==> src/sv/pcm_pkg.sv <==
// Shared types, constants and tables for the phase coherence magnitude unit.
package pcm_pkg;

   localparam int PHASE_W       = 16;
   localparam int COH_W         = 17;
   localparam int COUNT_W       = 13;
   localparam int ANGLE_BITS    = 16;
   localparam int MAX_ITEMS_DEF = 4096;
   localparam int CORDIC_STEPS  = 24;
   localparam int CORDIC_W      = 33;
   localparam int TRIG_W        = 18;
   localparam int STEP_W        = 5;
   localparam logic [COH_W-1:0] ONE_Q16 = 17'd65536;
   localparam logic signed [CORDIC_W-1:0] CORDIC_X0 = 33'sd652032874;

   typedef struct packed {
      logic signed [TRIG_W-1:0] cos_val;
      logic signed [TRIG_W-1:0] sin_val;
      logic                     last;
   } trig_word_type;

   function automatic logic signed [CORDIC_W-1:0] atan_step(input logic [STEP_W-1:0] idx);
      logic signed [CORDIC_W-1:0] r;
      unique case (idx)
         5'd0:  r = 33'sd536870912;
         5'd1:  r = 33'sd316933406;
         5'd2:  r = 33'sd167458907;
         5'd3:  r = 33'sd85004756;
         5'd4:  r = 33'sd42667331;
         5'd5:  r = 33'sd21354465;
         5'd6:  r = 33'sd10679838;
         5'd7:  r = 33'sd5340245;
         5'd8:  r = 33'sd2670163;
         5'd9:  r = 33'sd1335087;
         5'd10: r = 33'sd667544;
         5'd11: r = 33'sd333772;
         5'd12: r = 33'sd166886;
         5'd13: r = 33'sd83443;
         5'd14: r = 33'sd41722;
         5'd15: r = 33'sd20861;
         5'd16: r = 33'sd10430;
         5'd17: r = 33'sd5215;
         5'd18: r = 33'sd2608;
         5'd19: r = 33'sd1304;
         5'd20: r = 33'sd652;
         5'd21: r = 33'sd326;
         5'd22: r = 33'sd163;
         5'd23: r = 33'sd81;
         default: r = '0;
      endcase
      return r;
   endfunction

   // Clamp to [0, 1.0] in Q30, round to Q16.
   function automatic logic [COH_W-1:0] to_q16(input logic signed [CORDIC_W-1:0] v);
      logic [30:0] c;
      logic [31:0] r;
      if (v < 0) begin
         c = '0;
      end else if (v > 33'sd1073741824) begin
         c = 31'd1073741824;
      end else begin
         c = v[30:0];
      end
      r = ({1'b0, c} + 32'd8192) >> 14;
      return (r > 32'd65536) ? ONE_Q16 : r[COH_W-1:0];
   endfunction

endpackage

==> src/sv/pcm_queue.sv <==
// Two-entry queue between front and back end.
module pcm_queue
   import pcm_pkg::*;
(
   input  logic          clock,
   input  logic          reset,
   input  logic          push_valid,
   output logic          push_ready,
   input  trig_word_type push_word,
   output logic          pop_valid,
   input  logic          pop_ready,
   output trig_word_type pop_word
);
   trig_word_type mem_ff [2];
   logic       wr_ff, rd_ff;
   logic [1:0] cnt_ff;
   logic       do_push, do_pop;

   assign push_ready = (cnt_ff != 2'd2);
   assign pop_valid  = (cnt_ff != 2'd0);
   assign pop_word   = mem_ff[rd_ff];
   assign do_push    = push_valid && push_ready;
   assign do_pop     = pop_valid && pop_ready;

   always_ff @(posedge clock) begin
      if (reset) begin
         wr_ff <= 1'b0; rd_ff <= 1'b0; cnt_ff <= 2'd0;
      end else begin
         if (do_push) wr_ff <= ~wr_ff;
         if (do_pop)  rd_ff <= ~rd_ff;
         cnt_ff <= cnt_ff + {1'b0, do_push} - {1'b0, do_pop};
      end
      if (do_push) mem_ff[wr_ff] <= push_word;
   end
endmodule

==> config.mk <==
export PLATFORM = sky130hd
export DESIGN_NAME = pcm_queue
export DESIGN_NICKNAME = d
export VERILOG_FILES = /design/src/sv/pcm_pkg.sv /design/src/sv/pcm_queue.sv
export SDC_FILE = /design/constraint.sdc
export NUM_CORES = 1
export LEC_CHECK = 0
export ABC_AREA = 1
export BUFFER_PORTS_ARGS = -buffer_cell sky130_fd_sc_hd__buf_2
export CORE_UTILIZATION = 25
export CTS_CLUSTER_DIAMETER = 150
export CTS_CLUSTER_SIZE = 24
export DETAILED_ROUTE_END_ITERATION = 8
export PLACE_DENSITY_LB_ADDON = 0.1
export SYNTH_ARGS = -nofsm -noshare
export SYNTH_HDL_FRONTEND = slang
export SYNTH_SLANG_ARGS = --single-unit
==> constraint.sdc <==
create_clock -name clock -period 2.6 [get_ports clock]
set_clock_uncertainty 0.1 [all_clocks]
set_input_delay 0.13 -clock clock [delete_from_list [all_inputs] [get_ports clock]]
set_output_delay 0.13 -clock clock [all_outputs]
set_load 0.03 [all_outputs]
==> impl_metrics.toml <==
[sta]
period_minus_slack_ps = 1870
rsz0062_at_grt = "no"
finalSetupViolCount = 0
slew_headroom_pct = 64.1
finalHoldViolations = 0
slew_violations = 0
fin_crit_sh_pct = 72.0
whs_ps = 26.2
worst_slack_ps = 729
max_freq_ghz = 0.535
tightest_slew_ps = 537
finalSetupTns_ps = 0

[critical_path]
regToRegStartpoint = "cnt_ff[0]"
crit_path_end_kind = "output port"
crit_fanout = 33
arrival_ps = 1640
crit_required_ps = 2370
worst-r2r-setup-slack_ps = 840
critical_path_class = "reg -> out"
rr_worst_depth = 5
critPathLaunchType = "flop"
r2r_end = "mem_ff[0][2]"

[clocking]
cts_tree = "done"
htreeDepth = 3
cts_made_buffers = 9
cts.path.max_buffers = 2
clk_pin_slew_ps = 50
clockRootBuffer = "clkbuf_16"
cts_sinks = 79
clock_latency_ps = 330
cts_resized = 0

[outcome]
status = "complete, no violations"

[layout]
nFillCells = 1130
multi_input_area_sq_um = 651
drive_gt1_share_pct = 47.0
postLayoutCellArea_sq_mm = 0.00436
post-route-util_pct = 36.4
diodes = 0
area.sequential_sq_mm = 0.00232
fin_cells = 432
final_nets = 324
area_growth_pct = 42.0

[worst_hold_path]
min_path_type = "in -> reg"
hp-start = "pop_ready"
hold_depth = 4

[synthesis]
synth_top_area_cell = "edfxtp_1"
async_reset_ff_share_pct = 0
yosys-top-cells-count = "edfxtp_1 (74), mux2_4 (30), nor2_1 (9)"
synth_flop_cell = "edfxtp_1"
yosysWarnings = 0
ys_seq_area_share_pct = 75.7
postSynthCellCount = 152
synth_cell_types = 12
yosysMostFrequentCell = "edfxtp_1"
synth_edf_count = 74
synth_area_leaders = "edfxtp_1 (72%), mux2_4 (15%), dfxtp_1 (3.3%)"
syn_nets = 195
mappedNetlistArea_sq_mm = 0.00307
synth_top_area_share_pct = 72.5
ys_ff_latch = 79
post_synth.cell_area_avg_sq_um = 20.2

[placed_design]
place_inst = 378
gp_congestion = 0.720
dp_hpwl_mm = 3.66
port_buffers = 79
dpl_cell_area_sq_mm = 0.00364
dpl_worst_slack_ps = 789

[power]
power_mw = 4.36
power_density_mw_per_mm2 = 1000
p_leak_nw = 1.74
ir_worst_vdd_uv = 356

[grt]
grt_pass1_vias = 1828
gr-usage-all-layers_pct = 10.1
grt_overflow = 0
grt_max_degree = 34
grt_first_pass_wirelength_mm = 9.29
grt_antenna_before_repair = 0

[die]
initial_core_util_pct = 25.6
die_area_sq_mm = 0.0127
core_sq_mm = 0.0120
die_y_um = 113
die_w_um = 113
num_rows = 40
io_pins = 80

[drt]
vias_per_cell = 3.96
drtAntennaViolNets = 0
drc = 0
via_count = 1712
firstDrtPassIters = 3
drt_iter0_markers = 36
routedWlPerCell_um = 13.5
routed_wl_mm = 5.85

[job]
drv_cap = 0
registers in the layout, indices dropped and copies added, names as in the netlist, named ones only:
register and cells:
cnt_ff 2, mem_ff 74, rd_ff 1, wr_ff 1
power breakdown:
part / leakage, nW / internal, mW / switching [mW]
logic: 0.845 / 0.520 / 0.779
clock network: 0.158 / 0.926 / 0.458
registers: 0.733 / 1.61 / 0.0657
logic make-up after synthesis:
group | Yosys count | share of synthesized area [%]
compound gates | 2 | 0.326
buf+inv | 12 | 3.30
mux | 37 | 17.3
fa+ha+maj | 2 | 0.816
flops | 79 | 75.7
simple gates | 20 | 2.57
area by class of cell:
type	instances	area share (%)
inverters	8	0.689
clock buffers	10	5.26
flip-flops and latches	79	53.3
repair buffers	122	19.3
multi-input cells	61	14.9
well taps	147	4.22
clock inverters	5	2.24
worst max-delay path by stage:
stage                   start            end  slack (ps)  depth (start not counted)
floorplan           cnt_ff[0]   mem_ff[0][0]         320                          4
global placement    cnt_ff[0]  mem_ff[0][36]         830                          5
detailed placement  cnt_ff[0]   mem_ff[0][5]         790                          5
CTS                      flop    pop_word[0]         680                          3
global route             flop    pop_word[0]         650                          3
finish                   flop    pop_word[0]         730                          3
per-layer routing:
metal / global-route usage (%) / part of all wire, %
met5: 0 / 0
met2: 16.6 / 50
met4: 5.60 / 2.6
met1: 11.2 / 42
met3: 3.91 / 5.5
layout by cell type (no fill, tap or decap), types with 3 or more instances in the layout:
cell type      Yosys  layout
clkbuf_16          0       9
buf_2              0      79
nor2_1             9       8
dlygate4sd3_1      0      39
mux2_4            30      30
bufinv_16          0       3
nand2_1            8       8
dfxtp_1            5       4
edfxtp_1          74      74
inv_1              8       8
mux2_2             7       7
nand3_1            3       3
worst max-delay path: stages, from the launching register on:
cell	delay, ps
dfxtp_2	430
buf_12	290
mux2_2	390
buf_2	180
what timing repair did:
action | in CTS | in global routing
buffers inserted | 0 | 0
endpoints found under the hold margin | 77 | 0
hold buffers | 39 | 0
Note: power is estimated with default switching activity, not from simulation.
