## src/sv/pcm_pkg.sv

```systemverilog
// Shared types, constants and tables for the phase coherence magnitude unit.
package pcm_pkg;

   localparam int PHASE_W       = 16;
   localparam int COH_W         = 17;
   localparam int COUNT_W       = 13;
   localparam int ANGLE_BITS    = 16;
   localparam int MAX_ITEMS_DEF = 4096;
   localparam int CORDIC_STEPS  = 24;
   localparam int CORDIC_W      = 33;
   localparam int TRIG_W        = 18;
   localparam int STEP_W        = 5;
   localparam logic [COH_W-1:0] ONE_Q16 = 17'd65536;
   localparam logic signed [CORDIC_W-1:0] CORDIC_X0 = 33'sd652032874;

   typedef struct packed {
      logic signed [TRIG_W-1:0] cos_val;
      logic signed [TRIG_W-1:0] sin_val;
      logic                     last;
   } trig_word_type;

   function automatic logic signed [CORDIC_W-1:0] atan_step(input logic [STEP_W-1:0] idx);
      logic signed [CORDIC_W-1:0] r;
      unique case (idx)
         5'd0:  r = 33'sd536870912;
         5'd1:  r = 33'sd316933406;
         5'd2:  r = 33'sd167458907;
         5'd3:  r = 33'sd85004756;
         5'd4:  r = 33'sd42667331;
         5'd5:  r = 33'sd21354465;
         5'd6:  r = 33'sd10679838;
         5'd7:  r = 33'sd5340245;
         5'd8:  r = 33'sd2670163;
         5'd9:  r = 33'sd1335087;
         5'd10: r = 33'sd667544;
         5'd11: r = 33'sd333772;
         5'd12: r = 33'sd166886;
         5'd13: r = 33'sd83443;
         5'd14: r = 33'sd41722;
         5'd15: r = 33'sd20861;
         5'd16: r = 33'sd10430;
         5'd17: r = 33'sd5215;
         5'd18: r = 33'sd2608;
         5'd19: r = 33'sd1304;
         5'd20: r = 33'sd652;
         5'd21: r = 33'sd326;
         5'd22: r = 33'sd163;
         5'd23: r = 33'sd81;
         default: r = '0;
      endcase
      return r;
   endfunction

   // Clamp to [0, 1.0] in Q30, round to Q16.
   function automatic logic [COH_W-1:0] to_q16(input logic signed [CORDIC_W-1:0] v);
      logic [30:0] c;
      logic [31:0] r;
      if (v < 0) begin
         c = '0;
      end else if (v > 33'sd1073741824) begin
         c = 31'd1073741824;
      end else begin
         c = v[30:0];
      end
      r = ({1'b0, c} + 32'd8192) >> 14;
      return (r > 32'd65536) ? ONE_Q16 : r[COH_W-1:0];
   endfunction

endpackage

```

## src/sv/pcm_if.sv

```systemverilog


interface pcm_rsp_if;
   import pcm_pkg::*;
   logic               valid;
   logic               ready;
   logic [COH_W-1:0]   coherence;
   logic [COUNT_W-1:0] count;
   logic               overflow;
   modport source (output valid, coherence, count, overflow, input ready);
   modport sink   (input valid, coherence, count, overflow, output ready);
endinterface

```

## src/sv/pcm_back.sv

```systemverilog
// Back end: accumulates, then square root and divide for each run.
module pcm_back
   import pcm_pkg::*;
#(
   parameter int MAX_ITEMS = MAX_ITEMS_DEF
) (
   input  logic          clock,
   input  logic          reset,
   input  logic          pop_valid,
   output logic          pop_ready,
   input  trig_word_type pop_word,
   pcm_rsp_if.source     rsp_ch
);
   localparam int CW = $clog2(MAX_ITEMS + 1);
   localparam int SW = CW + 18;
   localparam int HW = SW - 1;
   localparam int RW = 2 * HW;
   localparam int NW = $clog2(HW + 2);
   localparam logic [2:0] S_IDLE = 3'd0;
   localparam logic [2:0] S_SQC  = 3'd1;
   localparam logic [2:0] S_SQS  = 3'd2;
   localparam logic [2:0] S_SQRT = 3'd3;
   localparam logic [2:0] S_DIV  = 3'd4;

   logic [2:0]           state_ff;
   logic signed [SW-1:0] csum_ff, ssum_ff, csum_n, ssum_n;
   logic [CW-1:0]        cnt_ff, run_cnt_ff;
   logic                 drop_ff, run_drop_ff, has_room;
   logic [HW-1:0]        ac_ff, as_ff, root_ff;
   logic [RW-1:0]        prod_ff, rad_ff;
   logic [HW:0]          rem_ff, dvd_ff, quo_ff;
   logic [CW:0]          drem_ff;
   logic [NW-1:0]        step_ff;
   logic [COH_W-1:0]     coh_ff;
   logic [COUNT_W-1:0]   ocnt_ff;
   logic                 ovf_ff, vld_ff;
   logic [HW+1:0]        rem_t, trial;
   logic [CW:0]          drem_t;
   logic                 qbit;
   logic [HW:0]          quo_n;

   assign pop_ready = (state_ff == S_IDLE) && !(pop_word.last && vld_ff);
   assign has_room  = (CW+1)'(cnt_ff) < (CW+1)'(MAX_ITEMS);
   assign csum_n = has_room ? csum_ff + SW'(pop_word.cos_val) : csum_ff;
   assign ssum_n = has_room ? ssum_ff + SW'(pop_word.sin_val) : ssum_ff;

   assign rem_t  = {rem_ff[HW-1:0], rad_ff[RW-1:RW-2]};
   assign trial  = {root_ff, 2'b01};
   assign drem_t = {drem_ff[CW-1:0], dvd_ff[HW]};
   assign qbit   = drem_t >= {1'b0, run_cnt_ff};
   assign quo_n  = {quo_ff[HW-1:0], qbit};

   assign rsp_ch.valid     = vld_ff;
   assign rsp_ch.coherence = coh_ff;
   assign rsp_ch.count     = ocnt_ff;
   assign rsp_ch.overflow  = ovf_ff;

   always_ff @(posedge clock) begin
      if (reset) begin
         state_ff <= S_IDLE;
         csum_ff <= '0; ssum_ff <= '0; cnt_ff <= '0; drop_ff <= 1'b0;
         vld_ff <= 1'b0;
      end else begin
         if (rsp_ch.valid && rsp_ch.ready) vld_ff <= 1'b0;
         unique case (state_ff)
            S_IDLE: begin
               if (pop_valid && pop_ready) begin
                  if (pop_word.last) begin
                     // hand the run to the math steps and clear for the next one
                     ac_ff <= csum_n[SW-1] ? HW'(-csum_n) : HW'(csum_n);
                     as_ff <= ssum_n[SW-1] ? HW'(-ssum_n) : HW'(ssum_n);
                     run_cnt_ff  <= has_room ? cnt_ff + 1'b1 : cnt_ff;
                     run_drop_ff <= drop_ff || !has_room;
                     csum_ff <= '0; ssum_ff <= '0; cnt_ff <= '0; drop_ff <= 1'b0;
                     state_ff <= S_SQC;
                  end else begin
                     csum_ff <= csum_n; ssum_ff <= ssum_n;
                     if (has_room) cnt_ff <= cnt_ff + 1'b1;
                     else drop_ff <= 1'b1;
                  end
               end
            end
            S_SQC: begin
               prod_ff  <= RW'(ac_ff) * RW'(ac_ff);
               state_ff <= S_SQS;
            end
            S_SQS: begin
               rad_ff   <= prod_ff + RW'(as_ff) * RW'(as_ff);
               rem_ff   <= '0;
               root_ff  <= '0;
               step_ff  <= '0;
               state_ff <= S_SQRT;
            end
            S_SQRT: begin
               rad_ff <= rad_ff << 2;
               if (rem_t >= trial) begin
                  rem_ff  <= (HW+1)'(rem_t - trial);
                  root_ff <= {root_ff[HW-2:0], 1'b1};
               end else begin
                  rem_ff  <= rem_t[HW:0];
                  root_ff <= {root_ff[HW-2:0], 1'b0};
               end
               if (step_ff == NW'(HW - 1)) begin
                  step_ff  <= '0;
                  state_ff <= S_DIV;
               end else begin
                  step_ff <= step_ff + 1'b1;
               end
            end
            S_DIV: begin
               if (step_ff == '0) begin
                  // root is final here; add half the count for rounding
                  dvd_ff  <= {1'b0, root_ff} + (HW+1)'(run_cnt_ff >> 1);
                  drem_ff <= '0;
                  quo_ff  <= '0;
                  step_ff <= NW'(1);
               end else begin
                  dvd_ff  <= dvd_ff << 1;
                  drem_ff <= qbit ? drem_t - {1'b0, run_cnt_ff} : drem_t;
                  quo_ff  <= quo_n;
                  step_ff <= step_ff + 1'b1;
                  if (step_ff == NW'(HW + 1)) begin
                     if (run_cnt_ff == '0) coh_ff <= '0;
                     else if (quo_n > (HW+1)'(ONE_Q16)) coh_ff <= ONE_Q16;
                     else coh_ff <= COH_W'(quo_n);
                     ocnt_ff  <= COUNT_W'(run_cnt_ff);
                     ovf_ff   <= run_drop_ff;
                     vld_ff   <= 1'b1;
                     state_ff <= S_IDLE;
                  end
               end
            end
            default: state_ff <= S_IDLE;
         endcase
      end
   end
endmodule

```

## src/flat_wrapper.sv

```systemverilog
// flat-port wrapper written by rule: the top's interface ports become plain ports
module pcm_back_flat import pcm_pkg::*;
#(
   parameter int MAX_ITEMS = MAX_ITEMS_DEF
)
  (clock, reset, pop_valid, pop_ready, pop_word, rsp_ch_valid, rsp_ch_coherence, rsp_ch_count, rsp_ch_overflow, rsp_ch_ready);
  pcm_rsp_if rsp_ch_i ();
  input  logic clock;
  input  logic reset;
  input  logic pop_valid;
  output logic pop_ready;
  input  trig_word_type pop_word;
  output wire logic [$bits(rsp_ch_i.valid)-1:0] rsp_ch_valid;
  output wire logic [$bits(rsp_ch_i.coherence)-1:0] rsp_ch_coherence;
  output wire logic [$bits(rsp_ch_i.count)-1:0] rsp_ch_count;
  output wire logic [$bits(rsp_ch_i.overflow)-1:0] rsp_ch_overflow;
  input wire logic [$bits(rsp_ch_i.ready)-1:0] rsp_ch_ready;
  assign rsp_ch_valid = rsp_ch_i.valid;
  assign rsp_ch_coherence = rsp_ch_i.coherence;
  assign rsp_ch_count = rsp_ch_i.count;
  assign rsp_ch_overflow = rsp_ch_i.overflow;
  assign rsp_ch_i.ready = rsp_ch_ready;
  pcm_back #(.MAX_ITEMS(MAX_ITEMS)) u_core (.clock(clock), .reset(reset), .pop_valid(pop_valid), .pop_ready(pop_ready), .pop_word(pop_word), .rsp_ch(rsp_ch_i));
endmodule
```

## config.mk

```make
export PLATFORM = sky130hd
export DESIGN_NAME = pcm_back_flat
export DESIGN_NICKNAME = d
export VERILOG_FILES = /design/src/sv/pcm_pkg.sv /design/src/sv/pcm_if.sv /design/src/sv/pcm_back.sv /design/src/flat_wrapper.sv
export SDC_FILE = /design/constraint.sdc
export NUM_CORES = 2
export LEC_CHECK = 0
export ABC_AREA = 1
export BUFFER_PORTS_ARGS = -buffer_cell sky130_fd_sc_hd__buf_2
export CELL_PAD_IN_SITES_DETAIL_PLACEMENT = 0
export CELL_PAD_IN_SITES_GLOBAL_PLACEMENT = 2
export CORE_MARGIN = 3
export CORE_UTILIZATION = 45
export CTS_BUF_LIST = sky130_fd_sc_hd__clkbuf_4
export DETAILED_ROUTE_END_ITERATION = 10
export PLACE_DENSITY = 0.94
export RECOVER_POWER = 100
export SYNTH_ARGS = -nofsm -noshare
export SYNTH_HDL_FRONTEND = slang
export SYNTH_SLANG_ARGS = --single-unit
```

## constraint.sdc

```tcl
create_clock -name clock -period 18.8 [get_ports clock]
set_input_delay 0 -clock clock [delete_from_list [all_inputs] [get_ports clock]]
set_output_delay 0 -clock clock [all_outputs]
set_load 0.01 [all_outputs]
```

==> run_results.csv <==
group,metric,value,unit
cts,numCtsBuffers,133,
grt,grt_max_degree,77,
floorplanning,fp.dieW,427.2,um
synthesis,synth.avg_cell_area,8.273,um^2
hold_path,whs_endpoint,"u_core.ssum_ff[6]",
grt,grtUsageTotal,24.87,%
floorplanning,core,175200,um^2
sta,finalHoldViolations,0,
setup_path,r2r-start,"u_core.as_ff[1]",
hold_path,hold_depth,8,
synthesis,synth_top_area_share,36.43,%
sta,finalCritPeriodShare,46.41,%
cts,clkTransAtPathRegs,0.07,ns
synthesis,synth-seq-area-share,15.66,%
setup_path,r2r_end,"u_core.rad_ff[34]",
detailed_routing,vias_per_cell,4.992,
floorplanning,std_cell_rows,153,
cells_and_area,nFillCells,17290,
synthesis,yosysTopAreaCell,"fa_1",
synthesis,synthCells,9652,
synthesis,yosys.cell_types.count,63,
sta,clock.fmax,114.6,MHz
place,placement.io_buffers,73,
run_status,violations,"capacitance limit, slew limit",
detailed_routing,route.detailed.wl_per_inst,17.98,um
grt,grt_pass1_wl,354.8,mm
detailed_routing,routed-via-count,61010,
floorplanning,start_util,45.59,%
detailed_routing,drt_iter0_markers,3634,
setup_path,crit_chain,"clkbuf_1 -> nand2_1 -> inv_1 -> fa_1 -> ha_1 -> fa_1 -> inv_1 -> fa_1 -> inv_1 -> fa_1 -> fa_1 -> fa_1 -> fa_1 -> ha_1 -> a21o_1 -> a31oi_1 -> o21ai_0 -> a21oi_1 -> inv_1 -> a21oi_1 -> xor2_1 -> o21ai_0",
synthesis,synth_async_sr_flop_share,0,%
setup_path,slowest_delay,1.61,ns
setup_path,critical_path_class,"reg2reg",
cts,cts.sinks,443,
floorplanning,die_y,427.2,um
detailed_routing,route.detailed.drc,0,
setup_path,cp.required,19.60,ns
cts,clock_path_buffers,3,
sta,slew_headroom,-182.0,%
detailed_routing,antenna_left,0,
sta,rsz0062_at_grt,"no",
grt,gr-total-overflow,0,
synthesis,synthTopCellsByArea,"fa_1 (36%), edfxtp_1 (14%), inv_1 (13%)",
place,pre_cts_ws,10.90,ns
sta,final.setup_skew,0.1015,ns
sta,fin_ws,10.08,ns
synthesis,ys_warn_count,0,
detailed_routing,wl,219.7,mm
grt,antenna_found_initial,9,
floorplanning,die_area,182500,um^2
setup_path,cp-end-kind,"flop",
synthesis,synth_nets,11760,
setup_path,rrSetupSlack,10.08,ns
synthesis,syn_area,79850,um^2
flow_run,cap_violations,16,
cells_and_area,fin_nets,11910,
grt,grt_pass1_vias,65870,
cts,htree_levels,4,
synthesis,synth-edff-count,363,
sta,worstMarginPinSlew,4.231,ns
setup_path,cp_max_fo,30,
place,gp_congestion,0.8994,
sta,setup_tns,0,ns
floorplanning,io_pins,74,
sta,drv_slew,868,
place,hpwl,176.5,mm
detailed_routing,first_pass_iters,5,
setup_path,slowest_stage,"clkbuf_1",
setup_path,critPathMostFrequentCell,"fa_1",
cells_and_area,area_growth,6.869,%
sta,period_minus_slack,8.725,ns
cts,cts-root-buf,"clkbuf_4",
hold_path,worstHoldStart,"pop_word[7]",
cells_and_area,drive_above_1_share,4.347,%
synthesis,yosys_register_bits,443,
synthesis,synth_ff_type,"edfxtp_1",
run_status,status,"complete, but fails checks",
setup_path,r2r_cells,22,
place,dpl.cell_count,11860,
cells_and_area,finalNonFillerCells,12220,
setup_path,cp.arrival,9.52,ns
cts,clk_latency,1.15,ns
sta,setup_violations,0,
setup_path,cp-start-kind,"flop",
cts,cts_tree,"built",
hold_path,min_path_type,"in2reg",
worst max path at each step:
stage	from	endpoint	slack, ns
2_1_floorplan	u_core.ac_ff[20]	u_core.prod_ff[58]	11.83
3_3_place_gp	u_core.ac_ff[6]	u_core.prod_ff[56]	11.01
3_5_place_dp	u_core.ac_ff[6]	u_core.prod_ff[56]	10.90
4_1_cts	u_core.ac_ff[6]	u_core.prod_ff[56]	10.83
5_1_grt	u_core.as_ff[1]	u_core.rad_ff[34]	9.66
6_report	u_core.as_ff[1]	u_core.rad_ff[34]	10.08
registers in the layout (all words and copies together) (netlist names), 3 cells and up:
| name | flops |
|---|---|
| u_core.as_ff | 30 |
| u_core.root_ff | 30 |
| u_core.rad_ff | 60 |
| u_core.dvd_ff | 31 |
| u_core.prod_ff | 59 |
| u_core.state_ff | 3 |
| u_core.ssum_ff | 31 |
| u_core.quo_ff | 30 |
| u_core.rsp_ch.count | 13 |
| u_core.step_ff | 5 |
| u_core.rsp_ch.coherence | 17 |
| u_core.cnt_ff | 13 |
| u_core.drem_ff | 13 |
| u_core.rem_ff | 30 |
| u_core.ac_ff | 30 |
| u_core.csum_ff | 31 |
| u_core.run_cnt_ff | 13 |
synth_stat cells (79+ instances only):
master	number
clkbuf_1	198
ha_1	617
edfxtp_1	363
nor2_1	464
xor2_1	134
nand2_1	2111
fa_1	1453
nand3_1	281
inv_1	2728
xnor2_1	79
dfxtp_1	80
o21ai_0	215
a21oi_1	347
through the flow:
stage | util (%) | hold slack [ns] | area [um^2]
finish | 48.72 | 0.1392 | 85340
global route | 48.72 | 0.1325 | 85330
CTS | 48.86 | 0.004986 | 85580
detailed placement | 47.20 | 0.2242 | 82670
global placement | 47.20 | 0.2185 | 82670
floorplan | - | 0.06669 | 79850
critical path, delay by kind of cell (launching register included):
kind                       cells  cell delay (ns)
and+or+nand+nor                1             0.34
DFF                            1             0.33
xor gates and xnor gates       1             0.35
adders and majority gates      9             3.93
buffers and inverters          5             2.06
AOI/OAI and AO/OA              6             1.34
final cells by class:
type                    count  area [um^2]  area share, %
multi-input cells        6206        55880          65.48
diodes                      4        10.01        0.01173
well taps                2325         2909          3.409
clock buffers             187         1404          1.645
clock inverters            46        287.8         0.3372
inverters                2736        10270          12.04
repair buffers            274         2077          2.434
flip-flops and latches    443        12500          14.65
what timing repair did:
item,CTS,global route
buffers inserted,0,0
resized for setup,0,0
hold buffers,122,0
hold endpoints to repair,413,0
routing by layer:
layer  global-route usage, %  vias up  wire length [um]
met5                       0        -                27
met4                   6.535        4              5391
met3                   4.806      306             13250
met2                   41.91     1388            105500
met1                   32.77    30310             95540
li1                        -    29000                 -
cells by family (layout without fill, tap and decap cells):
family	Yosys count	in the layout	share of synthesized area, %
simple gates	3126	3126	16.01
buf+inv	3003	3243	14.25
fa+ha+maj	2070	2070	46.10
compound gates	796	796	5.650
flops	443	443	15.66
xor+xnor	213	213	2.336
other cells	1	5	0.004696
placed cells by master, fill, tap and decap left out, drive strengths merged, types with 102 or more instances in the layout:
cell type and n:
inv 2742, nor2 489, fa 1453, a21oi 351, nand3 287, xor2 134
edfxtp 363, ha 617, dlygate4sd3 122, o21ai 242, nand2 2137, buf 102
clkbuf 237
Power is not shown: default switching activity piles up to over one toggle a cycle in this logic, so the estimate is an artifact.
