`config.mk`:
```
export PLATFORM = sky130hd
export DESIGN_NAME = pcm_front_flat
export DESIGN_NICKNAME = d
export VERILOG_FILES = /design/src/sv/pcm_pkg.sv /design/src/sv/pcm_if.sv /design/src/sv/pcm_front.sv /design/src/flat_wrapper.sv
export SDC_FILE = /design/constraint.sdc
export NUM_CORES = 1
export LEC_CHECK = 0
export ABC_AREA = 1
export BUFFER_PORTS_ARGS = -buffer_cell sky130_fd_sc_hd__buf_2
export CAP_MARGIN = 40
export CORE_MARGIN = 1.5
export CORE_UTILIZATION = 25
export CTS_CLUSTER_DIAMETER = 30
export DETAILED_ROUTE_END_ITERATION = 8
export PLACE_DENSITY = 0.41
export SYNTH_ARGS = -nofsm -noshare
export SYNTH_HDL_FRONTEND = slang
export SYNTH_SLANG_ARGS = --single-unit
```
`constraint.sdc`:
```
create_clock -name clock -period 4.85 [get_ports clock]
set_input_delay 0.485 -clock clock [delete_from_list [all_inputs] [get_ports clock]]
set_output_delay 0.485 -clock clock [all_outputs]
set_load 0.02 [all_outputs]
```
`src/sv/pcm_pkg.sv`:
```
// Shared types, constants and tables for the phase coherence magnitude unit.
package pcm_pkg;

   localparam int PHASE_W       = 16;
   localparam int COH_W         = 17;
   localparam int COUNT_W       = 13;
   localparam int ANGLE_BITS    = 16;
   localparam int MAX_ITEMS_DEF = 4096;
   localparam int CORDIC_STEPS  = 24;
   localparam int CORDIC_W      = 33;
   localparam int TRIG_W        = 18;
   localparam int STEP_W        = 5;
   localparam logic [COH_W-1:0] ONE_Q16 = 17'd65536;
   localparam logic signed [CORDIC_W-1:0] CORDIC_X0 = 33'sd652032874;

   typedef struct packed {
      logic signed [TRIG_W-1:0] cos_val;
      logic signed [TRIG_W-1:0] sin_val;
      logic                     last;
   } trig_word_type;

   function automatic logic signed [CORDIC_W-1:0] atan_step(input logic [STEP_W-1:0] idx);
      logic signed [CORDIC_W-1:0] r;
      unique case (idx)
         5'd0:  r = 33'sd536870912;
         5'd1:  r = 33'sd316933406;
         5'd2:  r = 33'sd167458907;
         5'd3:  r = 33'sd85004756;
         5'd4:  r = 33'sd42667331;
         5'd5:  r = 33'sd21354465;
         5'd6:  r = 33'sd10679838;
         5'd7:  r = 33'sd5340245;
         5'd8:  r = 33'sd2670163;
         5'd9:  r = 33'sd1335087;
         5'd10: r = 33'sd667544;
         5'd11: r = 33'sd333772;
         5'd12: r = 33'sd166886;
         5'd13: r = 33'sd83443;
         5'd14: r = 33'sd41722;
         5'd15: r = 33'sd20861;
         5'd16: r = 33'sd10430;
         5'd17: r = 33'sd5215;
         5'd18: r = 33'sd2608;
         5'd19: r = 33'sd1304;
         5'd20: r = 33'sd652;
         5'd21: r = 33'sd326;
         5'd22: r = 33'sd163;
         5'd23: r = 33'sd81;
         default: r = '0;
      endcase
      return r;
   endfunction

   // Clamp to [0, 1.0] in Q30, round to Q16.
   function automatic logic [COH_W-1:0] to_q16(input logic signed [CORDIC_W-1:0] v);
      logic [30:0] c;
      logic [31:0] r;
      if (v < 0) begin
         c = '0;
      end else if (v > 33'sd1073741824) begin
         c = 31'd1073741824;
      end else begin
         c = v[30:0];
      end
      r = ({1'b0, c} + 32'd8192) >> 14;
      return (r > 32'd65536) ? ONE_Q16 : r[COH_W-1:0];
   endfunction

endpackage

```
`src/sv/pcm_if.sv`:
```
// Handshake channels for phase words and coherence results.
interface pcm_req_if;
   import pcm_pkg::*;
   logic               valid;
   logic               ready;
   logic [PHASE_W-1:0] phase;
   logic               last;
   modport source (output valid, phase, last, input ready);
   modport sink   (input valid, phase, last, output ready);
endinterface


```
`src/sv/pcm_front.sv`:
```
// Front end: accepts phase words and turns each into cosine and sine by CORDIC.
module pcm_front
   import pcm_pkg::*;
(
   input  logic          clock,
   input  logic          reset,
   pcm_req_if.sink       req_ch,
   output logic          push_valid,
   input  logic          push_ready,
   output trig_word_type push_word
);
   localparam logic [1:0] S_IDLE = 2'd0;
   localparam logic [1:0] S_RUN  = 2'd1;
   localparam logic [1:0] S_PUSH = 2'd2;
   localparam int DROP = (ANGLE_BITS < PHASE_W) ? (PHASE_W - ANGLE_BITS) : 0;

   logic [1:0]                 state_ff, state_in;
   logic signed [CORDIC_W-1:0] x_ff, x_in, y_ff, y_in, z_ff, z_in;
   logic [STEP_W-1:0]          i_ff, i_in;
   logic [1:0]                 quad_ff, quad_in;
   logic                       last_ff, last_in;
   logic [PHASE_W-1:0]         p;
   logic signed [CORDIC_W-1:0] dx, dy, at;
   logic [COH_W-1:0]           cq, sq;

   assign req_ch.ready = (state_ff == S_IDLE);
   assign p  = (req_ch.phase >> DROP) << DROP;
   assign dx = y_ff >>> i_ff;
   assign dy = x_ff >>> i_ff;
   assign at = atan_step(i_ff);
   assign cq = to_q16(x_ff);
   assign sq = to_q16(y_ff);

   always_comb begin
      state_in = state_ff;
      x_in = x_ff; y_in = y_ff; z_in = z_ff; i_in = i_ff;
      quad_in = quad_ff; last_in = last_ff;
      unique case (state_ff)
         S_IDLE: begin
            if (req_ch.valid) begin
               x_in = CORDIC_X0;
               y_in = '0;
               z_in = {3'b000, p[PHASE_W-3:0], 16'h0000};
               i_in = '0;
               quad_in = p[PHASE_W-1:PHASE_W-2];
               last_in = req_ch.last;
               state_in = S_RUN;
            end
         end
         S_RUN: begin
            if (z_ff >= 0) begin
               x_in = x_ff - dx; y_in = y_ff + dy; z_in = z_ff - at;
            end else begin
               x_in = x_ff + dx; y_in = y_ff - dy; z_in = z_ff + at;
            end
            i_in = i_ff + 1'b1;
            if (i_ff == STEP_W'(CORDIC_STEPS - 1)) state_in = S_PUSH;
         end
         S_PUSH: begin
            if (push_ready) state_in = S_IDLE;
         end
         default: state_in = S_IDLE;
      endcase
   end

   always_comb begin
      push_word.last = last_ff;
      unique case (quad_ff)
         2'd0: begin
            push_word.cos_val = $signed({1'b0, cq});  push_word.sin_val = $signed({1'b0, sq});
         end
         2'd1: begin
            push_word.cos_val = -$signed({1'b0, sq}); push_word.sin_val = $signed({1'b0, cq});
         end
         2'd2: begin
            push_word.cos_val = -$signed({1'b0, cq}); push_word.sin_val = -$signed({1'b0, sq});
         end
         default: begin
            push_word.cos_val = $signed({1'b0, sq});  push_word.sin_val = -$signed({1'b0, cq});
         end
      endcase
   end
   assign push_valid = (state_ff == S_PUSH);

   always_ff @(posedge clock) begin
      if (reset) begin
         state_ff <= S_IDLE;
      end else begin
         state_ff <= state_in;
      end
      x_ff <= x_in; y_ff <= y_in; z_ff <= z_in; i_ff <= i_in;
      quad_ff <= quad_in; last_ff <= last_in;
   end
endmodule

```
`src/flat_wrapper.sv`:
```
// flat-port wrapper written by rule: the top's interface ports become plain ports
module pcm_front_flat import pcm_pkg::*;
  (clock, reset, push_valid, push_ready, push_word, req_ch_valid, req_ch_phase, req_ch_last, req_ch_ready);
  pcm_req_if req_ch_i ();
  input  logic clock;
  input  logic reset;
  output logic push_valid;
  input  logic push_ready;
  output trig_word_type push_word;
  input wire logic [$bits(req_ch_i.valid)-1:0] req_ch_valid;
  input wire logic [$bits(req_ch_i.phase)-1:0] req_ch_phase;
  input wire logic [$bits(req_ch_i.last)-1:0] req_ch_last;
  output wire logic [$bits(req_ch_i.ready)-1:0] req_ch_ready;
  assign req_ch_i.valid = req_ch_valid;
  assign req_ch_i.phase = req_ch_phase;
  assign req_ch_i.last = req_ch_last;
  assign req_ch_ready = req_ch_i.ready;
  pcm_front u_core (.clock(clock), .reset(reset), .req_ch(req_ch_i), .push_valid(push_valid), .push_ready(push_ready), .push_word(push_word));
endmodule
```
==> results of run 1 <==
## state kept, by name (all words and copies together), names as in the netlist
signal and flops:
u_core.x_ff 33, u_core.y_ff 33, u_core.i_ff 5, u_core.state_ff 2, u_core.z_ff 33, u_core.quad_ff 2, u_core.at 30, u_core.last_ff 1
## worst paths after layout
kind,cells after the start,from,slack [ps],end
max reg2reg,32,u_core.i_ff[0],-260,u_core.x_ff[32]
min reg2reg,3,u_core.state_ff[0],560,u_core.state_ff[1]
min,2,reset,160,u_core.state_ff[0]
max,32,u_core.i_ff[0],-260,u_core.x_ff[32]
## final cells by class
type                            instances  area [sq um]  share of cell area (%)
Inverter                              405          1540                    5.51
Tap cell                              969          1210                    4.35
Timing Repair Buffer                  730          5800                    20.8
Sequential cell                       139          3850                    13.8
Clock inverter                         12           135                   0.485
Multi-Input combinational cell       2386         14900                    53.3
Clock buffer                           20           489                    1.75
## cell usage in the layout, fill, tap and decap left out, types with 34 or more instances in the layout
| cell type | count |
|---|---|
| nor2_1 | 278 |
| nand2_1 | 650 |
| o21a_1 | 38 |
| nand3_1 | 142 |
| ha_1 | 96 |
| nand4_1 | 37 |
| xor2_1 | 71 |
| buf_4 | 636 |
| inv_1 | 342 |
| o21ai_0 | 166 |
| o21ai_1 | 78 |
| nor3_1 | 39 |
| a21oi_1 | 199 |
| xnor2_1 | 40 |
| o21ai_2 | 69 |
| buf_6 | 44 |
| inv_2 | 51 |
| edfxtp_1 | 107 |
| nand2_2 | 65 |
| buf_2 | 34 |
| nand3_2 | 36 |
## report_power, final
group / total (W) / switching, W / internal (W) / leakage (nW)
clock network: 0.00145 / 0.000693 / 0.000762 / 0.307
logic: 0.0166 / 0.00904 / 0.00754 / 11.6
registers: 0.00212 / 0.000350 / 0.00177 / 1.31
total: 0.0202 / 0.0101 / 0.0101 / 13.2
## per-stage QoR
stage	instance area [sq um]	util [%]	power, W	setup WS (ps)	std cells
after CTS	26400	35.4	0.0187	-247	4622
after global placement	24100	32.3	0.0159	-563	4515
after global routing	27900	37.4	0.0220	-550	4661
final	27900	37.4	0.0202	-264	4661
after floorplan	18900	-	0.00993	106	3036
after detailed placement	24100	32.4	0.0159	-483	4516
## metal layers
layer	vias to the layer above	share of wire, %
met5	-	0
met4	0	1.9
met3	78	3.4
met2	370	46
met1	10100	49
li1	11400	-
## logic make-up (layout without fill, tap and decap cells)
| group | Yosys count | after routing |
|---|---|---|
| AO/OA/AOI/OAI | 712 | 712 |
| buffers and inverters | 511 | 1167 |
| XOR/XNOR | 121 | 121 |
| multiplexers | 48 | 48 |
| AND/OR/NAND/NOR | 1391 | 1391 |
| adder cells (fa/ha/maj) | 114 | 114 |
| flip-flops | 139 | 139 |
## worst register-to-register path, delay by kind of cell (launching register included)
kind / cells / cell delay [ps]
muxes: 2 / 360
and+or+nand+nor: 12 / 1250
AOI/OAI and AO/OA: 8 / 1270
DFF: 1 / 490
xor gates and xnor gates: 2 / 350
adders and majority gates: 1 / 240
buffers and inverters: 7 / 890
## repair_timing
action / in CTS / in global routing
endpoints found under the setup margin: 67 / 78
buffers inserted: 77 / 41
resized for setup: 311 / 332
cloned: 4 / 0
pin swaps: 82 / 130
==> impl_results.md, run 1 <==
- Residual DRC count: 0
- Worst setup SP type: flop
- Number of distinct library cells after synthesis: 62
- First-pass GRT wire length: about 120 mm
- PwrDens: roughly 720 nW/um^2
- Fin nets: 3814
- Boundary Pins: 60
- Root buf cell: clkbuf_16
- Vias: 22000
- CTS clk-pin slew, worst paths: 70 ps
- Pre-antenna DRT Iters: 5
- Final Hold Fails: 0
- Max Slew Vio Count: 0
- CP endpoint kind: flop
- Unrepaired setup endpoints after global routing: yes
- PortBufs: 59
- Main combinational cell family by area after synthesis: simple AND/OR/NAND/NOR gates
- Top-count cell post-synth: nand2_1
- Status: finished, violations left
- Vias in the first global route: roughly 21000
- Slowest Stage Delay on Critical Path: 490 ps
- Hold_ws: around 160 ps
- Final WL: between 70 and 80 mm
- Fraction of the mapped netlist area in compound gates: between 20% and 30%
- Top Usage Layer GRT: met2
- FILL cells: 8173
- Max cap viols: 0
- Final Wtd Congestion: approximately 0.88
- Post-route ant nets: 0
- Leakage: 13.2 nW
- Final setup margin: -264 ps
- Post-synthesis xor/xnor area fraction: 5.72%
- Synth Area in Simple Gates: 31.6%
- Final Skew: 29.6 ps
- Met2 Use GR: 31.1%
- Area contributors post-synth: edfxtp_1 17%, nand2_1 14%, inv_1 7.6%, ha_1 7.4%, o21ai_0 7.0%
- Clock Path Buffers: 2
- Failing checks: negative setup slack
- Met3 usage: 2.32%
- Part of the Yosys area used for sequential elements: 20.4%
- Synth Cell Area: 18900 sq um
- Ant diodes: 0
- CP top delay family: compound AO/OA/AOI/OAI gates
- CP max FO: 8
- Maximum clock rate: 0.196 GHz
- Worst-Skew Late Latency: 500 ps
- Area share of fa/ha/maj cells after synthesis: 7.68%
- Htree depth: 4
- Die Area: ~77000 sq um
- Most used DFF post-synth: edfxtp_1
- Buffers plus inverters on the worst setup path: 7
- Post-Syn Nets: approximately 3200
- Placeable Area: 74600 sq um
- Setup CP Type: flop to flop
- GRT Resource Usage Total: 19.0%
- Critical path data required time: roughly 5100 ps
- # setup viols final: 24
- # hold bufs at CTS: 0
- Minimum clock period: 5110 ps
- Setup TNS: -2410 ps
- Post-synth EDFFs: 107
- HP Class: input port to flop
- Drt via density: around 4.7
- Synth Warn #: 0
- Die Wd: 278 um
- Effective utilization at floorplan: between 20 and 30%
- CP Data Arrival Time: 5340 ps
- Initial antenna violation count: 1
- # rows: 100
- TritonCTS clock tree: yes
- #FFs+latches synth: 139
- Rel. slew slack: 43.7%
- Post-synth ARST share: 0%
- Met1 Track Usage GR: a little over a quarter
- Die H: 278 um
- VDD IR-drop max: 0.000284 V
- Post-synth top cells: 720 x nand2_1, 380 x inv_1, 317 x nor2_1, 262 x o21ai_0, 233 x a21oi_1
- Num CTS Buffers: 17
- Per-cell routed wire length: 16.0 um
- Pin count of the biggest net entering global routing: 56
- First DRT Iteration DRCs: around 1300
- Avg Cell Area, Syn: 6.21 sq um
- CP max-delay cell: edfxtp_1
- Worst Tran Pin Value: 839 ps
- # clock sinks: 139
- Post-synthesis mux area share: 2.55%
- Cell count after synthesis: ~3000
- Fin crit share: 105%
- Share of layout cells above drive strength 1: 33.6%
- DP HPWL: 57.7 mm
- Dominant cell type by area after synthesis: edfxtp_1
- P&R area growth vs syn: 47.9%
- GRT overflow: 0
- Yosys top cell area share: 17.0%
Note: power is estimated with default switching activity, not from simulation.
==> run 2: changes to the inputs <==
--- a/config.mk
+++ b/config.mk
@@ -8,3 +8,2 @@
 export ABC_AREA = 1
-export BUFFER_PORTS_ARGS = -buffer_cell sky130_fd_sc_hd__buf_2
 export CAP_MARGIN = 40
@@ -13,3 +12,5 @@
 export CTS_CLUSTER_DIAMETER = 30
+export CTS_CLUSTER_SIZE = 40
 export DETAILED_ROUTE_END_ITERATION = 8
+export DONT_BUFFER_PORTS = 1
 export PLACE_DENSITY = 0.41
==> constraint.sdc (replaced) <==
create_clock -name clock -period 4.85 [get_ports clock]
set_input_delay 0 -clock clock [delete_from_list [all_inputs] [get_ports clock]]
set_output_delay 0 -clock clock [all_outputs]
set_load 0.02 [all_outputs]
==> run 2 against run 1 <==
  * The flow still finishes with violations (negative setup slack)
  * Count of clock-buffer cells in the layout is 3 lower
  * Cell count is 0.99% lower
  * Non-clock buffer count is 46 lower
  * Clock skew is 4.5 ps lower
  * Cell area is 0.60% lower
  * Hold slack worse by 18 ps
  * Sequential power hardly changed
  * Routed wire length is 0.70% lower
  * Critical endpoint unchanged
  * Largest power group unchanged
==> impl_results.md, run 2 (synthesis results as in run 1) <==
- GRT Resource Usage Total: 18.7% (was 19.0%)
- # setup viols final: 10 (was 24)
- CTS clk-pin slew, worst paths: 80 ps (was 70 ps)
- CP max-delay cell: edfxtp_1 (unchanged)
- P&R area growth vs syn: 47.0% (was 47.9%)
- Minimum clock period: 5020 ps (was 5110 ps)
- Final Wtd Congestion: 0.882 (about the same)
- Failing checks: negative setup slack (unchanged)
- Vias: 21700 (was 22000)
- Fin crit share: 103% (was 105%)
- Post-route ant nets: 0 (unchanged)
- Pre-antenna DRT Iters: 5 (unchanged)
- Overall Power: 0.0200 W (was 0.0202 W)
- CP Data Arrival Time: 5260 ps (was 5340 ps)
- VDD IR-drop max: 0.000232 V (was 0.000284 V)
- Worst setup SP type: flop (unchanged)
- Placeable Area: 74600 sq um (unchanged)
- Drt via density: 4.70 (was 4.73)
- Pin count of the biggest net entering global routing: 60 (was 56)
- CP max FO: 8 (unchanged)
- PwrDens: 723 nW/um^2 (about the same)
- Die Area: 77100 sq um (unchanged)
- Setup CP Type: flop to flop (unchanged)
- Per-cell routed wire length: 16.0 um (about the same)
- Max cap viols: 0 (unchanged)
- First-pass GRT wire length: 114 mm (was 116 mm)
- Htree depth: 4 (unchanged)
- Boundary Pins: 60 (unchanged)
- Ant diodes: 0 (unchanged)
- Max Slew Vio Count: 0 (unchanged)
- Commonest non-fill, non-tap cell in the layout: nand2_1 (unchanged)
- Residual DRC count: 0 (unchanged)
- Die Wd: 278 um (unchanged)
- Initial antenna violation count: 0 (was 1)
- Final setup margin: -168 ps (was -264 ps)
- Slowest Stage Delay on Critical Path: 420 ps (was 490 ps)
- Top Registers: u_core.x_ff: 33 flops, u_core.y_ff: 33 flops, u_core.z_ff: 33 flops (unchanged)
- Leakage: 13.0 nW (was 13.2 nW)
- Finished Layout Cells: 4615 (was 4661)
- # clock sinks: 139 (unchanged)
- Final Skew: 25.0 ps (was 29.6 ps)
- Status: finished, violations left (unchanged)
- TritonCTS clock tree: yes (unchanged)
- HP Class: input port to flop (unchanged)
- DP HPWL: 57.8 mm (was 57.7 mm)
- PortBufs: 0 (was 59)
- Num CTS Buffers: 17 (unchanged)
- Maximum clock rate: 0.199 GHz (was 0.196 GHz)
- CP endpoint kind: flop (unchanged)
- Vias in the first global route: 20800 (was 21100)
- Critical path data required time: 5100 ps (was 5080 ps)
- Worst Tran Pin Value: 876 ps (was 839 ps)
- # rows: 100 (unchanged)
- Unrepaired setup endpoints after global routing: yes (unchanged)
- Final Hold Fails: 0 (unchanged)
- Share of layout cells above drive strength 1: 32.0% (was 33.6%)
- Root buf cell: clkbuf_16 (unchanged)
- Effective utilization at floorplan: 25.3% (unchanged)
- First DRT Iteration DRCs: 1151 (was 1302)
- Final WL: 74.0 mm (was 74.5 mm)
- Most frequent cells in the layout: 641 x nand2_1, 623 x buf_4, 351 x inv_1, 275 x nor2_1, 200 x a21oi_1 (was 650 x nand2_1, 636 x buf_4, 342 x inv_1, 278 x nor2_1, 199 x a21oi_1)
- Worst-Skew Late Latency: 500 ps (about the same)
- Placed cells: 4448 (was 4516)
- Fin nets: 3768 (was 3814)
- Die H: 278 um (unchanged)
- Clock Path Buffers: 2 (unchanged)
- Rel. slew slack: 41.2% (was 43.7%)
- GRT overflow: 0 (unchanged)
## run 2: cell count changes in the layout (fill, tap and decap cells not counted), sizes merged
cell	previous run	this run
buf	729	660
dlygate4sd3	0	21
clkinv	10	14
bufbuf	1	0
inv	407	406
## run 2: report_power, final
part / internal, W / switching (W)
Clock: 0.000698 / 0.000715
Sequential: 0.00177 / 0.000364
Combinational: 0.00751 / 0.00897
Total: 0.00998 / 0.0101
## run 2: per-layer routing
metal,wire [um],global-route usage (%)
met1,36600,25.8
met2,34700,31.4
met3,1910,1.72
met4,792,3.83
met5,0,0
## run 2: through the flow
| stage | setup WS, ps | instance area [sq um] | hold slack [ps] | TNS [ps] | utilization [%] |
|---|---|---|---|---|---|
| 2_1_floorplan | 106 | 18900 | 72.4 | 0 | - |
| 3_5_place_dp | -547 | 23800 | 75.3 | -8960 | 31.9 |
| 5_1_grt | -464 | 27700 | 132 | -8290 | 37.2 |
| 3_3_place_gp | -505 | 23800 | 74.8 | -8030 | 31.9 |
| 6_report | -168 | 27700 | 145 | -423 | 37.2 |
| 4_1_cts | -224 | 25800 | 84.7 | -1360 | 34.6 |
## run 2: path summary, 6_finish.rpt
kind | startpoint | end | slack [ps] | depth (start not counted)
setup / recovery | u_core.i_ff[0] | u_core.x_ff[32] | -170 | 32
hold / removal | req_ch_phase[14] | u_core.quad_ff[0] | 140 | 1
setup reg to reg | u_core.i_ff[0] | u_core.x_ff[32] | -170 | 32
hold reg to reg | u_core.state_ff[0] | u_core.state_ff[1] | 660 | 3
## run 2: timing repair
action | in CTS | in global routing
hold buffers | 21 | 0
gates cloned | 3 | 3
setup endpoints to repair | 53 | 74
gates resized for setup | 218 | 391
buffers inserted | 50 | 65
pin swaps | 58 | 143
endpoints found under the hold margin | 22 | 0
## run 2: worst max-delay path: cells and delay by family (launching register included)
family	cells	cell delay (ps)
xor+xnor	2	220
flops	1	420
compound gates	5	670
simple gates	13	1460
mux	2	380
fa+ha+maj	1	360
buf+inv	9	1250
## run 2: layout make-up
class                      instances  area, sq um
clock buffer                      17          425
clock inverter                    15          189
fill                            8136        46900
inverter                         405         1530
multi-input combinational       2386        14900
sequential                       139         3850
tap                              969         1210
timing repair buffer             684         5580
==> run 3: changes to the inputs <==
- GPL_ROUTABILITY_DRIVEN: not set -> 0
- MAX_ROUTING_LAYER: not set -> met4
- TNS_END_PERCENT: not set -> 5
==> run 3 against run 2 <==
  * Total power fell by 3.5%
  * Highest routed layer unchanged
  * Critical endpoint unchanged
  * The run still ends with negative setup slack left
  * Critical path type unchanged
  * Sequential share of layout area grew 0.29 points
  * Via count is 0.42% lower
==> impl_results.md, run 3 (synthesis results as in run 1) <==
- TritonCTS clock tree: yes (unchanged)
- Htree depth: 4 (unchanged)
- Final Hold Fails: 0 (unchanged)
- Worst setup SP type: flop (unchanged)
- Overall Power: 0.0193 W (was 0.0200 W)
- CP max-delay cell: edfxtp_1 (unchanged)
- Status: finished, violations left (unchanged)
- Setup CP Type: flop to flop (unchanged)
- Worst Tran Pin Value: 805 ps (was 876 ps)
- Reg2reg setup slack: -140 ps (was -170 ps)
- Die Wd: 278 um (unchanged)
- DP HPWL: 57.2 mm (was 57.8 mm)
- Per-cell routed wire length: 16.1 um (was 16.0 um)
- Clock Path Buffers: 2 (unchanged)
- Die Area: 77100 sq um (unchanged)
- Met1 Track Usage GR: 26.0% (was 25.8%)
- HP Class: input port to flop (unchanged)
- Critical path data required time: 5090 ps (was 5100 ps)
- Fin crit share: 103% (about the same)
- Fin nets: 3747 (was 3768)
- Die H: 278 um (unchanged)
- Pin count of the biggest net entering global routing: 60 (unchanged)
- CP Data Arrival Time: 5230 ps (was 5260 ps)
- P&R area growth vs syn: 43.9% (was 47.0%)
- Met3 usage: 2.16% (was 1.72%)
- Most frequent CP cell: nand2_1
- FILL cells: 8205 (was 8136)
- Hold Crit Endpoint: u_core.last_ff (was u_core.quad_ff[0])
- Final core occ: 36.4% (was 37.2%)
- Share of layout cells above drive strength 1: 30.3% (was 32.0%)
- Post-route ant nets: 0 (unchanged)
- GRT Resource Usage Total: 19.2% (was 18.7%)
- Root buf cell: clkbuf_16 (unchanged)
- First DRT Iteration DRCs: 1193 (was 1151)
- FF-to-FF Start: u_core.i_ff[0] (unchanged)
- Placeable Area: 74600 sq um (unchanged)
- GRT overflow: 0 (unchanged)
- Seq. cell area: 3850 sq um (unchanged)
- Ant diodes: 0 (unchanged)
- # clock sinks: 139 (unchanged)
- # rows: 100 (unchanged)
- CP max FO: 7 (was 8)
- Met2 Use GR: 30.8% (was 31.4%)
- Rel. slew slack: 46.0% (was 41.2%)
- CTS clk-pin slew, worst paths: 80 ps (about the same)
- Commonest non-fill, non-tap cell in the layout: nand2_1 (unchanged)
- Vias: 21600 (was 21700)
- Minimum clock period: 4990 ps (was 5020 ps)
- Setup TNS: -665 ps (was -423 ps)
- Unrepaired setup endpoints after global routing: yes (unchanged)
- Residual DRC count: 0 (unchanged)
- Worst reg2reg path endpoint: u_core.x_ff[32] (unchanged)
- Failing checks: negative setup slack (unchanged)
- Final setup margin: -138 ps (was -168 ps)
- Final WL: 74.0 mm (about the same)
- # setup viols final: 13 (was 10)
- Final Skew: 26.9 ps (was 25.0 ps)
- Leakage: 12.8 nW (was 13.0 nW)
- Num CTS Buffers: 17 (unchanged)
- PortBufs: 0 (unchanged)
- Vias in the first global route: 20500 (was 20800)
- Initial antenna violation count: 0 (unchanged)
- Hold path depth: 1 (unchanged)
- CP endpoint kind: flop (unchanged)
- R2R cell count: 34 (was 32)
- VDD IR-drop max: 0.000248 V (was 0.000232 V)
- Footprint of the multi-input gates: 14700 sq um (was 14900 sq um)
- Slowest Stage Delay on Critical Path: 380 ps (was 420 ps)
- Effective utilization at floorplan: 25.3% (unchanged)
- Maximum clock rate: 0.200 GHz (was 0.199 GHz)
- Worst-Skew Late Latency: 500 ps (about the same)
- First-pass GRT wire length: 114 mm (about the same)
- Hold path start: req_ch_last (was req_ch_phase[14])
- PwrDens: 712 nW/um^2 (was 723 nW/um^2)
- Top Usage Layer GRT: met2 (unchanged)
- Pre-antenna DRT Iters: 7 (was 5)
- Most frequent cells in the layout: 656 x nand2_1, 615 x buf_4, 354 x inv_1, 281 x nor2_1, 201 x a21oi_1 (was 641 x nand2_1, 623 x buf_4, 351 x inv_1, 275 x nor2_1, 200 x a21oi_1)
- Boundary Pins: 60 (unchanged)
- Max Slew Vio Count: 0 (unchanged)
- Max cap viols: 0 (unchanged)
- Drt via density: 4.70 (about the same)
- Top Registers: u_core.x_ff: 33 flops, u_core.y_ff: 33 flops, u_core.z_ff: 33 flops (unchanged)
- Hold_ws: 140 ps (was 145 ps)
[run 3: timing repair]
action	in CTS	in global routing
pin swaps	38	159
setup endpoints to repair	54	75
setup buffers	40	55
hold endpoints to repair	23	0
resized for setup	150	374
hold buffers	21	0
cloned	4	2
[run 3: metrics by stage]
stage | setup WS [ps] | cell area [sq um] | cells
finish | -138 | 27100 | 4594
global route | -444 | 27100 | 4594
CTS | -303 | 25300 | 4541
detailed placement | -648 | 23700 | 4447
global placement | -615 | 23700 | 4446
floorplan | 106 | 18900 | 3036
[run 3: how the worst max path moves through the flow]
stage | from | to | slack, ps
2_1_floorplan | u_core.state_ff[0] | u_core.at[6] | 110
3_3_place_gp | u_core.x_ff[16] | u_core.y_ff[30] | -620
3_5_place_dp | u_core.x_ff[16] | u_core.y_ff[30] | -650
4_1_cts | u_core.i_ff[1] | u_core.x_ff[32] | -300
5_1_grt | u_core.i_ff[0] | u_core.x_ff[32] | -440
6_report | u_core.i_ff[0] | u_core.x_ff[32] | -140
[run 3: report_power, final]
part	total (W)	switching [W]	internal, W	leakage (nW)
Clock	0.00136	0.000674	0.000684	0.283
Combinational	0.0158	0.00872	0.00712	11.2
Sequential	0.00214	0.000365	0.00177	1.31
Total	0.0193	0.00976	0.00957	12.8
[run 3: metal layers]
layer,share of wire [%],up-vias,routed length [um]
met5,0,-,0
met4,1.4,0,1040
met3,3.5,58,2600
met2,46,342,34200
met1,49,9918,36200
li1,-,11300,-
[run 3: area by class of cell]
class / instances / share of cell area [%]
repair buffers: 663 / 19.6
inverters: 405 / 5.62
clock inverters: 15 / 0.553
clock buffers: 17 / 1.57
multi-input cells: 2386 / 54.0
well taps: 969 / 4.47
flip-flops and latches: 139 / 14.2
[run 3: critical path, delay by kind of cell, from the launching register on]
family | cells | cell delay (ps)
AO/OA/AOI/OAI | 9 | 1230
flip-flops | 1 | 380
AND/OR/NAND/NOR | 14 | 1410
XOR/XNOR | 2 | 370
adder cells (fa/ha/maj) | 1 | 320
buffers and inverters | 8 | 1010
